===== src/rtl/otp_md4_pkg.sv =====
// Shared types, constants and lookup functions for the folded MD4 step unit.
// Used by otp_md4_round, otp_md4_seq and otp_md4_fold_step_unit; no dependencies.
`default_nettype none

package otp_md4_pkg;

    localparam int unsigned WORD_W    = 32;
    localparam int unsigned ROUND_W   = 6;
    localparam int unsigned NUM_STEPS = 48;

    localparam logic [ROUND_W-1:0] LAST_STEP = ROUND_W'(NUM_STEPS - 1);

    localparam logic [WORD_W-1:0] IV_A = 32'h67452301;
    localparam logic [WORD_W-1:0] IV_B = 32'hefcdab89;
    localparam logic [WORD_W-1:0] IV_C = 32'h98badcfe;
    localparam logic [WORD_W-1:0] IV_D = 32'h10325476;

    localparam logic [WORD_W-1:0] PAD_WORD = 32'h00000080;
    localparam logic [WORD_W-1:0] LEN_WORD = 32'd64;

    localparam logic [3:0] WORD_KEY_LO = 4'd0;
    localparam logic [3:0] WORD_KEY_HI = 4'd1;
    localparam logic [3:0] WORD_PAD    = 4'd2;
    localparam logic [3:0] WORD_LEN    = 4'd14;

    localparam logic [1:0] PHASE_F = 2'd0;
    localparam logic [1:0] PHASE_G = 2'd1;
    localparam logic [1:0] PHASE_H = 2'd2;

    typedef struct packed {
        logic               load;
        logic               step;
        logic               finish;
        logic [ROUND_W-1:0] round;
    } ctrl_t;

    function automatic logic [3:0] word_index(input logic [ROUND_W-1:0] idx);
        logic [3:0] sel;
        case (idx[5:4])
            PHASE_F: sel = idx[3:0];
            PHASE_G: sel = {idx[1:0], idx[3:2]};
            default: sel = {idx[0], idx[1], idx[2], idx[3]};
        endcase
        return sel;
    endfunction

    function automatic logic [4:0] rot_amount(input logic [ROUND_W-1:0] idx);
        logic [4:0] s;
        case ({idx[5:4], idx[1:0]})
            4'b0000: s = 5'd3;
            4'b0001: s = 5'd7;
            4'b0010: s = 5'd11;
            4'b0011: s = 5'd19;
            4'b0100: s = 5'd3;
            4'b0101: s = 5'd5;
            4'b0110: s = 5'd9;
            4'b0111: s = 5'd13;
            4'b1000: s = 5'd3;
            4'b1001: s = 5'd9;
            4'b1010: s = 5'd11;
            default: s = 5'd15;
        endcase
        return s;
    endfunction

    function automatic logic [WORD_W-1:0] round_const(input logic [1:0] phase);
        logic [WORD_W-1:0] k;
        case (phase)
            PHASE_F: k = 32'h00000000;
            PHASE_G: k = 32'h5a827999;
            default: k = 32'h6ed9eba1;
        endcase
        return k;
    endfunction

endpackage

`default_nettype wire


===== src/rtl/otp_md4_round.sv =====
// Shared MD4 step unit: boolean function, four-way add and left rotate.
// Depends on otp_md4_pkg.
`default_nettype none

module otp_md4_round (
    input  wire logic [otp_md4_pkg::WORD_W-1:0]  a,
    input  wire logic [otp_md4_pkg::WORD_W-1:0]  b,
    input  wire logic [otp_md4_pkg::WORD_W-1:0]  c,
    input  wire logic [otp_md4_pkg::WORD_W-1:0]  d,
    input  wire logic [otp_md4_pkg::WORD_W-1:0]  x,
    input  wire logic [otp_md4_pkg::ROUND_W-1:0] idx,
    output logic      [otp_md4_pkg::WORD_W-1:0]  r
);

    logic [otp_md4_pkg::WORD_W-1:0]   f;
    logic [otp_md4_pkg::WORD_W-1:0]   t;
    logic [2*otp_md4_pkg::WORD_W-1:0] dbl;

    always_comb
    begin
        case (idx[5:4])
            otp_md4_pkg::PHASE_F: f = (b & c) | (~b & d);
            otp_md4_pkg::PHASE_G: f = (b & c) | (b & d) | (c & d);
            default:              f = b ^ c ^ d;
        endcase
    end

    assign t   = a + f + x + otp_md4_pkg::round_const(idx[5:4]);
    assign dbl = {t, t} << otp_md4_pkg::rot_amount(idx);
    assign r   = dbl[2*otp_md4_pkg::WORD_W-1:otp_md4_pkg::WORD_W];

endmodule

`default_nettype wire


===== src/rtl/otp_md4_seq.sv =====
// Sequencer for the folded MD4 step unit: step counter and idle/run/finish control.
// Depends on otp_md4_pkg.
`default_nettype none

module otp_md4_seq (
    input  wire logic               clk,
    input  wire logic               rst_n,
    input  wire logic               in_valid,
    input  wire logic               out_free,
    output logic                    in_stall,
    output otp_md4_pkg::ctrl_t      ctrl
);

    typedef enum logic [2:0] {
        ST_IDLE = 3'b001,
        ST_RUN  = 3'b010,
        ST_FIN  = 3'b100
    } state_t;

    state_t                         state_reg;
    state_t                         state_next;
    logic [otp_md4_pkg::ROUND_W-1:0] round_reg;
    logic [otp_md4_pkg::ROUND_W-1:0] round_next;
    logic                           load;

    assign in_stall = (state_reg != ST_IDLE);
    assign load     = in_valid && (state_reg == ST_IDLE);

    always_comb
    begin
        state_next = state_reg;
        round_next = round_reg;
        unique case (state_reg)
            ST_IDLE:
            begin
                if (in_valid)
                begin
                    state_next = ST_RUN;
                    round_next = '0;
                end
            end
            ST_RUN:
            begin
                if (round_reg == otp_md4_pkg::LAST_STEP)
                    state_next = ST_FIN;
                else
                    round_next = round_reg + 1'b1;
            end
            ST_FIN:
            begin
                if (out_free)
                    state_next = ST_IDLE;
            end
            default:
            begin
                state_next = ST_IDLE;
            end
        endcase
    end

    always_ff @(posedge clk or negedge rst_n)
    begin
        if (!rst_n)
        begin
            state_reg <= ST_IDLE;
            round_reg <= '0;
        end
        else
        begin
            state_reg <= state_next;
            round_reg <= round_next;
        end
    end

    assign ctrl.load   = load;
    assign ctrl.step   = (state_reg == ST_RUN);
    assign ctrl.finish = (state_reg == ST_FIN) && out_free;
    assign ctrl.round  = round_reg;

    a_last_to_fin: assert property (@(posedge clk) disable iff (!rst_n)
        (state_reg == ST_RUN && round_reg == otp_md4_pkg::LAST_STEP) |=> (state_reg == ST_FIN))
        else $error("last step did not lead to finish");

    a_load_starts: assert property (@(posedge clk) disable iff (!rst_n)
        load |=> (state_reg == ST_RUN && round_reg == '0))
        else $error("load did not start at step zero");

    a_round_bound: assert property (@(posedge clk) disable iff (!rst_n)
        round_reg <= otp_md4_pkg::LAST_STEP)
        else $error("step counter out of range");

    a_fin_holds: assert property (@(posedge clk) disable iff (!rst_n)
        (state_reg == ST_FIN && !out_free) |=> (state_reg == ST_FIN))
        else $error("finish left while output busy");

endmodule

`default_nettype wire


===== src/rtl/otp_md4_fold_step_unit.sv =====
// Top level of the folded MD4 one-time-password step: state words, message hold,
// output register. Depends on otp_md4_pkg, otp_md4_round and otp_md4_seq.
//
//   channel | signals                      | transaction when
//   input   | in_valid, in_stall, key_in   | in_valid && !in_stall
//   output  | out_valid, out_stall, key_out| out_valid && !out_stall
//
// After acceptance an item makes 48 passes through the shared step unit, one per MD4
// step, then adds the initial words and folds once the output register is free.
// in_stall is high from acceptance until the fold is written to the output register.
// A finished result waits in the output register; the next item may start meanwhile,
// and its fold waits while out_stall holds the previous result.
// Reset clears control state only; no memory needs clearing.
`default_nettype none

module otp_md4_fold_step_unit (
    input  wire logic        clk,
    input  wire logic        rst_n,
    input  wire logic        in_valid,
    output logic             in_stall,
    input  wire logic [63:0] key_in,
    output logic             out_valid,
    input  wire logic        out_stall,
    output logic [63:0]      key_out
);

    otp_md4_pkg::ctrl_t ctrl;

    logic [otp_md4_pkg::WORD_W-1:0] a_reg;
    logic [otp_md4_pkg::WORD_W-1:0] b_reg;
    logic [otp_md4_pkg::WORD_W-1:0] c_reg;
    logic [otp_md4_pkg::WORD_W-1:0] d_reg;
    logic [63:0]                    msg_reg;
    logic [63:0]                    key_out_reg;
    logic                           out_valid_reg;
    logic                           out_free;
    logic [otp_md4_pkg::WORD_W-1:0] x_word;
    logic [otp_md4_pkg::WORD_W-1:0] r_word;
    logic [3:0]                     sel;

    assign out_free = !out_valid_reg || !out_stall;

    otp_md4_seq u_seq (
        .clk      (clk),
        .rst_n    (rst_n),
        .in_valid (in_valid),
        .out_free (out_free),
        .in_stall (in_stall),
        .ctrl     (ctrl)
    );

    assign sel = otp_md4_pkg::word_index(ctrl.round);

    always_comb
    begin
        case (sel)
            otp_md4_pkg::WORD_KEY_LO: x_word = msg_reg[31:0];
            otp_md4_pkg::WORD_KEY_HI: x_word = msg_reg[63:32];
            otp_md4_pkg::WORD_PAD:    x_word = otp_md4_pkg::PAD_WORD;
            otp_md4_pkg::WORD_LEN:    x_word = otp_md4_pkg::LEN_WORD;
            default:                  x_word = '0;
        endcase
    end

    otp_md4_round u_round (
        .a   (a_reg),
        .b   (b_reg),
        .c   (c_reg),
        .d   (d_reg),
        .x   (x_word),
        .idx (ctrl.round),
        .r   (r_word)
    );

    always_ff @(posedge clk)
    begin
        if (ctrl.load)
        begin
            msg_reg <= key_in;
            a_reg   <= otp_md4_pkg::IV_A;
            b_reg   <= otp_md4_pkg::IV_B;
            c_reg   <= otp_md4_pkg::IV_C;
            d_reg   <= otp_md4_pkg::IV_D;
        end
        else if (ctrl.step)
        begin
            a_reg <= d_reg;
            d_reg <= c_reg;
            c_reg <= b_reg;
            b_reg <= r_word;
        end
        if (ctrl.finish)
        begin
            key_out_reg[31:0]  <= (a_reg + otp_md4_pkg::IV_A) ^ (c_reg + otp_md4_pkg::IV_C);
            key_out_reg[63:32] <= (b_reg + otp_md4_pkg::IV_B) ^ (d_reg + otp_md4_pkg::IV_D);
        end
    end

    always_ff @(posedge clk or negedge rst_n)
    begin
        if (!rst_n)
            out_valid_reg <= 1'b0;
        else if (ctrl.finish)
            out_valid_reg <= 1'b1;
        else if (!out_stall)
            out_valid_reg <= 1'b0;
    end

    assign out_valid = out_valid_reg;
    assign key_out   = key_out_reg;

    a_finish_free: assert property (@(posedge clk) disable iff (!rst_n)
        ctrl.finish |-> out_free)
        else $error("fold written over a pending result");

    a_finish_valid: assert property (@(posedge clk) disable iff (!rst_n)
        ctrl.finish |=> out_valid)
        else $error("fold not presented");

    a_no_load_busy: assert property (@(posedge clk) disable iff (!rst_n)
        (ctrl.step || ctrl.finish) |-> !ctrl.load)
        else $error("load while busy");

endmodule

`default_nettype wire


===== config.mk =====
export PLATFORM = sky130hd
export DESIGN_NAME = otp_md4_fold_step_unit
export DESIGN_NICKNAME = d
export VERILOG_FILES = /design/src/rtl/otp_md4_pkg.sv /design/src/rtl/otp_md4_round.sv /design/src/rtl/otp_md4_seq.sv /design/src/rtl/otp_md4_fold_step_unit.sv
export SDC_FILE = /design/constraint.sdc
export NUM_CORES = 1
export LEC_CHECK = 0
export ABC_AREA = 0
export ABC_CLOCK_PERIOD_IN_PS = 5900
export BUFFER_PORTS_ARGS = -buffer_cell sky130_fd_sc_hd__buf_2
export CORE_MARGIN = 1
export CORE_UTILIZATION = 55
export CTS_CLUSTER_SIZE = 8
export DETAILED_ROUTE_END_ITERATION = 8
export HOLD_SLACK_MARGIN = 0.08
export PLACE_DENSITY = 0.74
export SYNTH_ARGS = -nofsm -noshare
export SYNTH_HDL_FRONTEND = slang
export SYNTH_SLANG_ARGS = --single-unit

===== constraint.sdc =====
create_clock -name clk -period 5.9 [get_ports clk]
set_input_delay 1.18 -clock clk [delete_from_list [all_inputs] [get_ports clk]]
set_output_delay 1.18 -clock clk [all_outputs]
set_load 0.01 [all_outputs]

==> impl_metrics.tcl, run 1 <==
set metrics [dict create \
    cts_tree "done" \
    nNetsFinal 2451 \
    maxSlewHeadroom_pct 28.5 \
    highest_layer "met4" \
    synth-compound-area-share_pct 20.3 \
    hold_viol_final 0 \
    drt_first_pass_iters 6 \
    wl_met2_um 24100 \
    avgSynthCellArea_um2 8.88 \
    ys_ff_latch 266 \
    synth.net_count 2352 \
    critPathLaunchType "register" \
    cts-root-buf "clkbuf_16" \
    fp.dieArea_um2 35400 \
    die_w_um 188 \
    met1_length_um 24400 \
    drive_above_1_share_pct 13.9 \
    fin_util_pct 63.7 \
    yosysMostFrequentCell "nand2_1" \
    initial_core_util_pct 56.5 \
    htree_levels 2 \
    worstSkewPairLatency_ns 0.56 \
    coreArea_um2 33800 \
    max_cap_violations 0 \
    grt_usage_pct 31.8 \
    wl_per_cell_um 20.4 \
    dp_slack_ns 0.139 \
    ant_nets 0 \
    grt-ovfl-total 0 \
    num-fill-cells 2787 \
    ys_seq_area_share_pct 34.9 \
    clockBufferDepth 3 \
    yosys.area.top_type "edfxtp_1" \
    grt_pass1_wl_um 87600 \
    synth_mux_area_share_pct 2.13 \
    numPortBuffers 133 \
    regArea_um2 6660 \
    antenna_cells 0 \
    synth_edf_count 128 \
    grt_pass1_vias 15500 \
    fin_tns_setup_ns 0 \
    synth_top_family_by_area "compound AO/OA/AOI/OAI gates" \
    wirelength_um 55600 \
    finalClockSkew_ns 0.0220 \
    clkTransAtPathRegs_ns 0.06 \
    rsz0062_at_grt "no" \
    die_y_um 188 \
    worstPathArrival_ns 6.05 \
    synth_xor_area_share_pct 9.76 \
    timing.final.crit_share_pct 96.2 \
    grt_max_degree 87 \
    drc 0 \
    critPathKind "register to register" \
    synthFlopType "edfxtp_1" \
    synth_cells 2148 \
    vias 16600 \
    routed_via_density 6.09 \
    ys_top_cells_by_count "nand2_1 (321), a21oi_1 (185), xnor2_1 (168)" \
    crit_required_ns 6.27 \
    setup_viol 0 \
    fin_crit_ns 5.67 \
    io-pin-count 134 \
    synthSimpleGateAreaFrac_pct 14.4 \
    crit_path_max_fanout 8 \
    syn_to_final_growth_pct 12.8 \
    cts_buffers 39 \
    ys_warn_count 0 \
    met3WireLength_um 5350 \
    gp_congestion 0.954 \
    clock_sinks 266 \
    fmax_mhz 176 \
    tightest_slew_ns 1.07 \
    rows 67 \
    worst_slack_ns 0.227 \
    synth_top_area_share_pct 20.2 \
    yosys-top-cells-area "edfxtp_1 (20%), dfxtp_1 (13%), fa_1 (9.1%)" \
    status "finished, final reports clean" \
    ys_types 95 \
    end_kind "register" \
    drv_slew 0 \
    rrSetupSlack_ns 0.23 \
    antenna_found_initial 0 \
    hp-class "input port to async pin" \
    async_flop_share_pct 3.76 \
    multiInputGateArea_um2 11300 \
    drt_iter0_markers 1790 \
    hpwlAfterDp_um 42000 \
    synthAdderAreaFrac_pct 12.3 \
    synth_area_um2 19100 \
    cts_hold_buffers 0 \
]
cells by family after synthesis:
kind of cell | after synthesis
xor gates and xnor gates | 211
buffers and inverters | 306
AOI/OAI and AO/OA | 570
DFF | 266
muxes | 38
adders and majority gates | 136
and+or+nand+nor | 621
cell type report:
cell class                 instances  area share (%)
clock buffer                      67            5.12
sequential                       266            31.0
timing repair buffer             206            5.77
tap                              448            2.61
clock inverter                     2           0.151
multi-input combinational       1576            52.6
inverter                         158            2.77
per-stage QoR:
stage          hold WS [ns]  instances  area [µm²]
2_1_floorplan         0.461       2148       19100
3_3_place_gp          0.479       2653       20300
3_5_place_dp          0.480       2653       20300
4_1_cts               0.459       2722       21500
5_1_grt               0.475       2723       21500
6_report              0.469       2723       21500
timing repair:
action | CTS | global route
gates resized for setup | 0 | 17
endpoints found under the setup margin | 0 | 29
setup buffers | 0 | 1
worst paths after layout:
kind                                      endpoint  startpoint  depth (start not counted)
min in group clk                         d_reg[16]   d_reg[16]                          2
max in group asynchronous       u_seq.state_reg[0]       rst_n                          1
worst min register to register           d_reg[16]   d_reg[16]                          2
worst max-delay path                      b_reg[7]   b_reg[15]                         18
worst min-delay path            u_seq.state_reg[2]       rst_n                          1
worst max register to register            b_reg[7]   b_reg[15]                         18
critical path, cell delays in order, from the launching register on:
cell and delay [ns]:
dfxtp_1 0.52, inv_1 0.11, fa_1 0.42, nand2_1 0.06, a21oi_1 0.06, a21oi_1 0.41, fa_1 0.55, fa_1 0.50
ha_1 0.41, a211o_1 0.36, a21o_1 0.20, or3_1 0.36, and2_1 0.22, a21oi_1 0.18, xnor2_1 0.10, mux2i_1 0.23
a22oi_2 0.17, a211oi_1 0.38, o221ai_1 0.24
per-layer routing:
layer  up-vias  global-route usage [%]
met1      7855                    46.3
met5         -                       0
met2       894                    47.2
li1       7708                       -
met4         0                    10.9
met3       120                    6.15
placed cells by master (no fill, tap or decap), types with 9 or more instances in the layout:
| cell | count |
|---|---|
| nand2_1 | 319 |
| a21oi_1 | 181 |
| xnor2_1 | 168 |
| inv_1 | 157 |
| buf_2 | 133 |
| edfxtp_1 | 128 |
| dfxtp_1 | 126 |
| nor2_1 | 109 |
| fa_1 | 87 |
| o21ai_0 | 75 |
| buf_4 | 70 |
| o211ai_1 | 57 |
| ha_1 | 49 |
| nand3_1 | 46 |
| xor2_1 | 42 |
| nor3_1 | 42 |
| clkbuf_16 | 39 |
| a211oi_1 | 36 |
| mux2i_1 | 27 |
| clkbuf_1 | 26 |
| a22o_1 | 20 |
| nand4_1 | 19 |
| a22oi_1 | 18 |
| o31ai_1 | 18 |
| and3_1 | 17 |
| and2_1 | 14 |
| a31oi_1 | 14 |
| a21o_1 | 13 |
| o21a_1 | 12 |
| o211a_1 | 11 |
| nand2b_1 | 10 |
| or3_1 | 10 |
| o21ai_1 | 9 |
Power of run 1 is left out: the tool's default activity adds up to more than one toggle a clock period on the data nets, which glitch-free logic cannot reach.
==> run 2: changes to the inputs <==
BUFFER_PORTS_ARGS = -buffer_cell sky130_fd_sc_hd__buf_4   (was -buffer_cell sky130_fd_sc_hd__buf_2)
CTS_BUF_LIST = sky130_fd_sc_hd__clkbuf_4   (was default)
==> impl_metrics.tcl, run 2 (same netlist as run 1, synthesis figures left out) <==
set metrics [dict create \
    finalClockSkew_ns 0.0370 \
    crit_chain "inv_1 > fa_1 > inv_1 > a21oi_1 > fa_1 > fa_1 > inv_1 > ha_1 > and2b_1 > o211a_1 > o21ai_2 > o31ai_4 > a211oi_1 > buf_4 > or2_2 > a222oi_1 > a21o_1 > o21ai_0 > o221ai_1" \
    grt_pass1_vias 15800 \
    rrSetupSlack_ns 0.23 \
    routed_via_density 5.99 \
    tightest_slew_ns 1.07 \
    die_w_um 188 \
    numPortBuffers 133 \
    hold_viol_final 0 \
    drc 0 \
    hp-class "input port to async pin" \
    wirelength_um 56600 \
    most-common-layout-cells "nand2_1 (319), buf_4 (188), a21oi_1 (182)" \
    cts_buffers 71 \
    drt_iter0_markers 1958 \
    crit_required_ns 6.57 \
    critPathSlowestCell "fa_1" \
    timing.rr.end "b_reg[22]" \
    num-fill-cells 2898 \
    die_y_um 188 \
    rows 67 \
    grt_max_degree 84 \
    instances_no_fill 2771 \
    mostFrequentLayoutCell "nand2_1" \
    status "finished, final reports clean" \
    setup_viol 0 \
    critPathTopFamily "compound AO/OA/AOI/OAI gates" \
    end_kind "register" \
    io-pin-count 134 \
    timing.final.crit_share_pct 96.0 \
    grt_pass1_wl_um 88800 \
    r2r_start "b_reg[3]" \
    initial_core_util_pct 56.5 \
    htree_levels 3 \
    vias 16600 \
    antenna_found_initial 2 \
    drt_first_pass_iters 6 \
    max_stage_delay_ns 0.55 \
    ant_nets 0 \
    crit_path_max_fanout 7 \
    critPathKind "register to register" \
    fin_crit_ns 5.67 \
    r2r_cells 19 \
    fmax_mhz 177 \
    crit_buf_inv 4 \
    syn_to_final_growth_pct 13.2 \
    clockBufferDepth 3 \
    cts-root-buf "clkbuf_4" \
    worstPathArrival_ns 6.34 \
    grt_usage_pct 32.3 \
    maxSlewHeadroom_pct 28.8 \
    drv_slew 0 \
    clkTransAtPathRegs_ns 0.07 \
    fp.dieArea_um2 35400 \
    worstSkewPairLatency_ns 0.78 \
    grt-ovfl-total 0 \
    dp_cells 2642 \
    clock_sinks 266 \
    cts_tree "done" \
    gp_congestion 0.984 \
    wl_per_cell_um 20.4 \
    critPathLaunchType "register" \
    cp_num_cells 19 \
    max_cap_violations 0 \
    hpwlAfterDp_um 42600 \
    nNetsFinal 2471 \
    drive_above_1_share_pct 16.1 \
    coreArea_um2 33800 \
]
==> run 2: cell count changes in the layout (fill, tap and decap cells not counted), moves of 3 or more <==
cell,delta
clkinv_2,+3
buf_2,-133
clkbuf_1,-26
buf_12,+3
clkbuf_16,-39
clkbuf_4,+110
clkinv_1,+13
buf_4,+118
==> run 2: what timing repair did <==
item                                   in CTS  in global routing
setup buffers                               0                  0
endpoints found under the hold margin       0                  0
setup endpoints to repair                   0                 20
resized for setup                           0                 15
hold buffers                                0                  0
==> run 2: through the flow <==
stage	TNS [ns]	hold slack (ns)	util, %	area, µm²	setup slack (ns)
after floorplan	0	0.461	-	19100	0.205
after global placement	0	0.470	61.0	20600	0.157
after detailed placement	0	0.480	61.0	20600	0.145
after CTS	0	0.195	63.7	21500	0.129
after global routing	-0.0218	0.218	63.9	21600	-0.0218
final	0	0.247	63.9	21600	0.234
==> run 2: cell type report <==
cell class / instances / area (µm²) / area share [%]
repair buffers: 194 / 1520 / 7.05
flip-flops and latches: 266 / 6660 / 30.9
diodes: 1 / 2.50 / 0.0116
clock buffers: 110 / 826 / 3.83
clock inverters: 18 / 101 / 0.470
well taps: 448 / 561 / 2.60
multi-input cells: 1576 / 11300 / 52.4
inverters: 158 / 596 / 2.76
==> run 2: routing by layer <==
| metal | GRT usage (%) | wire, µm |
|---|---|---|
| met5 | 0 | 11 |
| met4 | 11.2 | 1330 |
| met3 | 5.42 | 5000 |
| met2 | 47.8 | 24700 |
| met1 | 47.7 | 25600 |
==> run 2: worst max-delay path by stage <==
| stage | from | endpoint | slack (ns) |
|---|---|---|---|
| 6_report | b_reg[3] | b_reg[22] | 0.23 |
| 3_3_place_gp | u_seq.round_reg[5] | b_reg[7] | 0.16 |
| 2_1_floorplan | u_seq.round_reg[5] | b_reg[8] | 0.20 |
| 5_1_grt | u_seq.round_reg[5] | b_reg[14] | -0.02 |
| 4_1_cts | u_seq.round_reg[5] | b_reg[7] | 0.13 |
| 3_5_place_dp | u_seq.round_reg[5] | b_reg[7] | 0.14 |
Power of run 2 is left out for the same reason.
==> run 3: changes to the inputs <==
CORE_UTILIZATION = 50   (was 55)
PLACE_DENSITY = 0.68   (was 0.74)
==> impl_metrics.tcl, run 3 (same netlist as run 1, synthesis figures left out) <==
set metrics [dict create \
    hold_viol_final 0 \
    status "finished, final reports clean" \
    htree_levels 3 \
    fp.dieArea_um2 38900 \
    drt_first_pass_iters 6 \
    gp_congestion 1.02 \
    vias 16700 \
    fmax_mhz 174 \
    timing.final.crit_share_pct 97.5 \
    maxSlewHeadroom_pct 32.6 \
    mostFrequentLayoutCell "nand2_1" \
    cts-root-buf "clkbuf_4" \
    most-common-layout-cells "nand2_1 (319), buf_4 (195), a21oi_1 (181)" \
    rrSetupSlack_ns 0.15 \
    design_area_um2 21700 \
    die_w_um 197 \
    rows 71 \
    end_kind "register" \
    wl_per_cell_um 20.3 \
    critPathLaunchType "register" \
    hpwlAfterDp_um 43500 \
    grt_usage_pct 30.2 \
    hp-class "input port to async pin" \
    drc 0 \
    timing.hold.ws_ns 0.226 \
    setup_viol 0 \
    fin_tns_setup_ns 0 \
    io-pin-count 134 \
    clkTransAtPathRegs_ns 0.07 \
    die_y_um 197 \
    placed_cell_area_um2 20700 \
    numPortBuffers 133 \
    syn_to_final_growth_pct 13.8 \
    nNetsFinal 2478 \
    grt-ovfl-total 0 \
    cts_buffers 73 \
    ant_nets 0 \
    fin_crit_ns 5.75 \
    clockBufferDepth 3 \
    postCtsSetupBuffers 0 \
    finalClockSkew_ns 0.0779 \
    grt_pass1_vias 15600 \
    grt_pass1_wl_um 89600 \
    drv_slew 0 \
    max_cap_violations 0 \
    routed_via_density 5.88 \
    wirelength_um 57800 \
    critPathSlowestCell "fa_1" \
    worstPathArrival_ns 6.38 \
    crit_chain "inv_1 > fa_1 > nand2_1 > a21oi_1 > a21oi_1 > fa_1 > inv_1 > fa_1 > inv_1 > ha_1 > a21oi_2 > o21ai_0 > nor3_1 > nand3_1 > and3_1 > xor2_1 > mux2i_1 > mux2i_1 > a221oi_1 > a22oi_1" \
    crit_path_max_fanout 8 \
    cts_tree "done" \
    cts_resized 0 \
    crit_required_ns 6.53 \
    drt_iter0_markers 1594 \
    max_stage_delay_ns 0.56 \
    cts_hold_buffers 0 \
    grt_max_degree 89 \
    coreArea_um2 37600 \
    drive_above_1_share_pct 16.5 \
    tightest_slew_ns 1.01 \
    antenna_found_initial 1 \
    rsz0062_at_grt "yes" \
    critPathKind "register to register" \
    initial_core_util_pct 50.8 \
    worstSkewPairLatency_ns 0.81 \
    clock_sinks 266 \
]
-- run 3: worst max-delay path: cells and delay by family (launching register included) --
kind,cells,cell delay (ns)
mux,2,0.56
simple gates,4,0.85
flops,1,0.52
xor+xnor,1,0.19
compound gates,6,1.45
fa+ha+maj,4,1.72
buf+inv,3,0.31
-- run 3: metal layers --
layer	global-route usage, %	part of all wire, %	up-vias
met5	0	0	-
met4	11.1	2.9	0
met3	5.36	9.3	108
met2	45.4	44	812
met1	43.4	44	7979
li1	-	-	7817
-- run 3: path summary, 6_finish.rpt --
kind                            from                 end  cells after the start
setup / recovery           b_reg[19]           b_reg[25]                     20
hold / removal                 rst_n  u_seq.round_reg[0]                      1
setup reg to reg           b_reg[19]           b_reg[25]                     20
hold reg to reg             d_reg[6]            a_reg[6]                      2
max in group asynchronous      rst_n  u_seq.state_reg[0]                      1
min in group clk            d_reg[6]            a_reg[6]                      2
-- run 3: area by class of cell --
class / instances / area [µm²]
clock buffers: 111 / 833
diodes: 1 / 2.50
flip-flops and latches: 266 / 6660
fillers: 3385 / 15900
multi-input cells: 1576 / 11300
well taps: 511 / 639
clock inverters: 20 / 116
inverters: 158 / 596
repair buffers: 199 / 1540
-- run 3: stage by stage --
stage          setup slack (ns)  cells  utilization, %
2_1_floorplan             0.205   2148               -
3_3_place_gp             0.0886   2710            55.1
3_5_place_dp             0.0445   2710            55.1
4_1_cts                  0.0563   2841            57.6
5_1_grt                 -0.0118   2842            57.8
6_report                  0.150   2842            57.8
Power of run 3 is left out for the same reason.
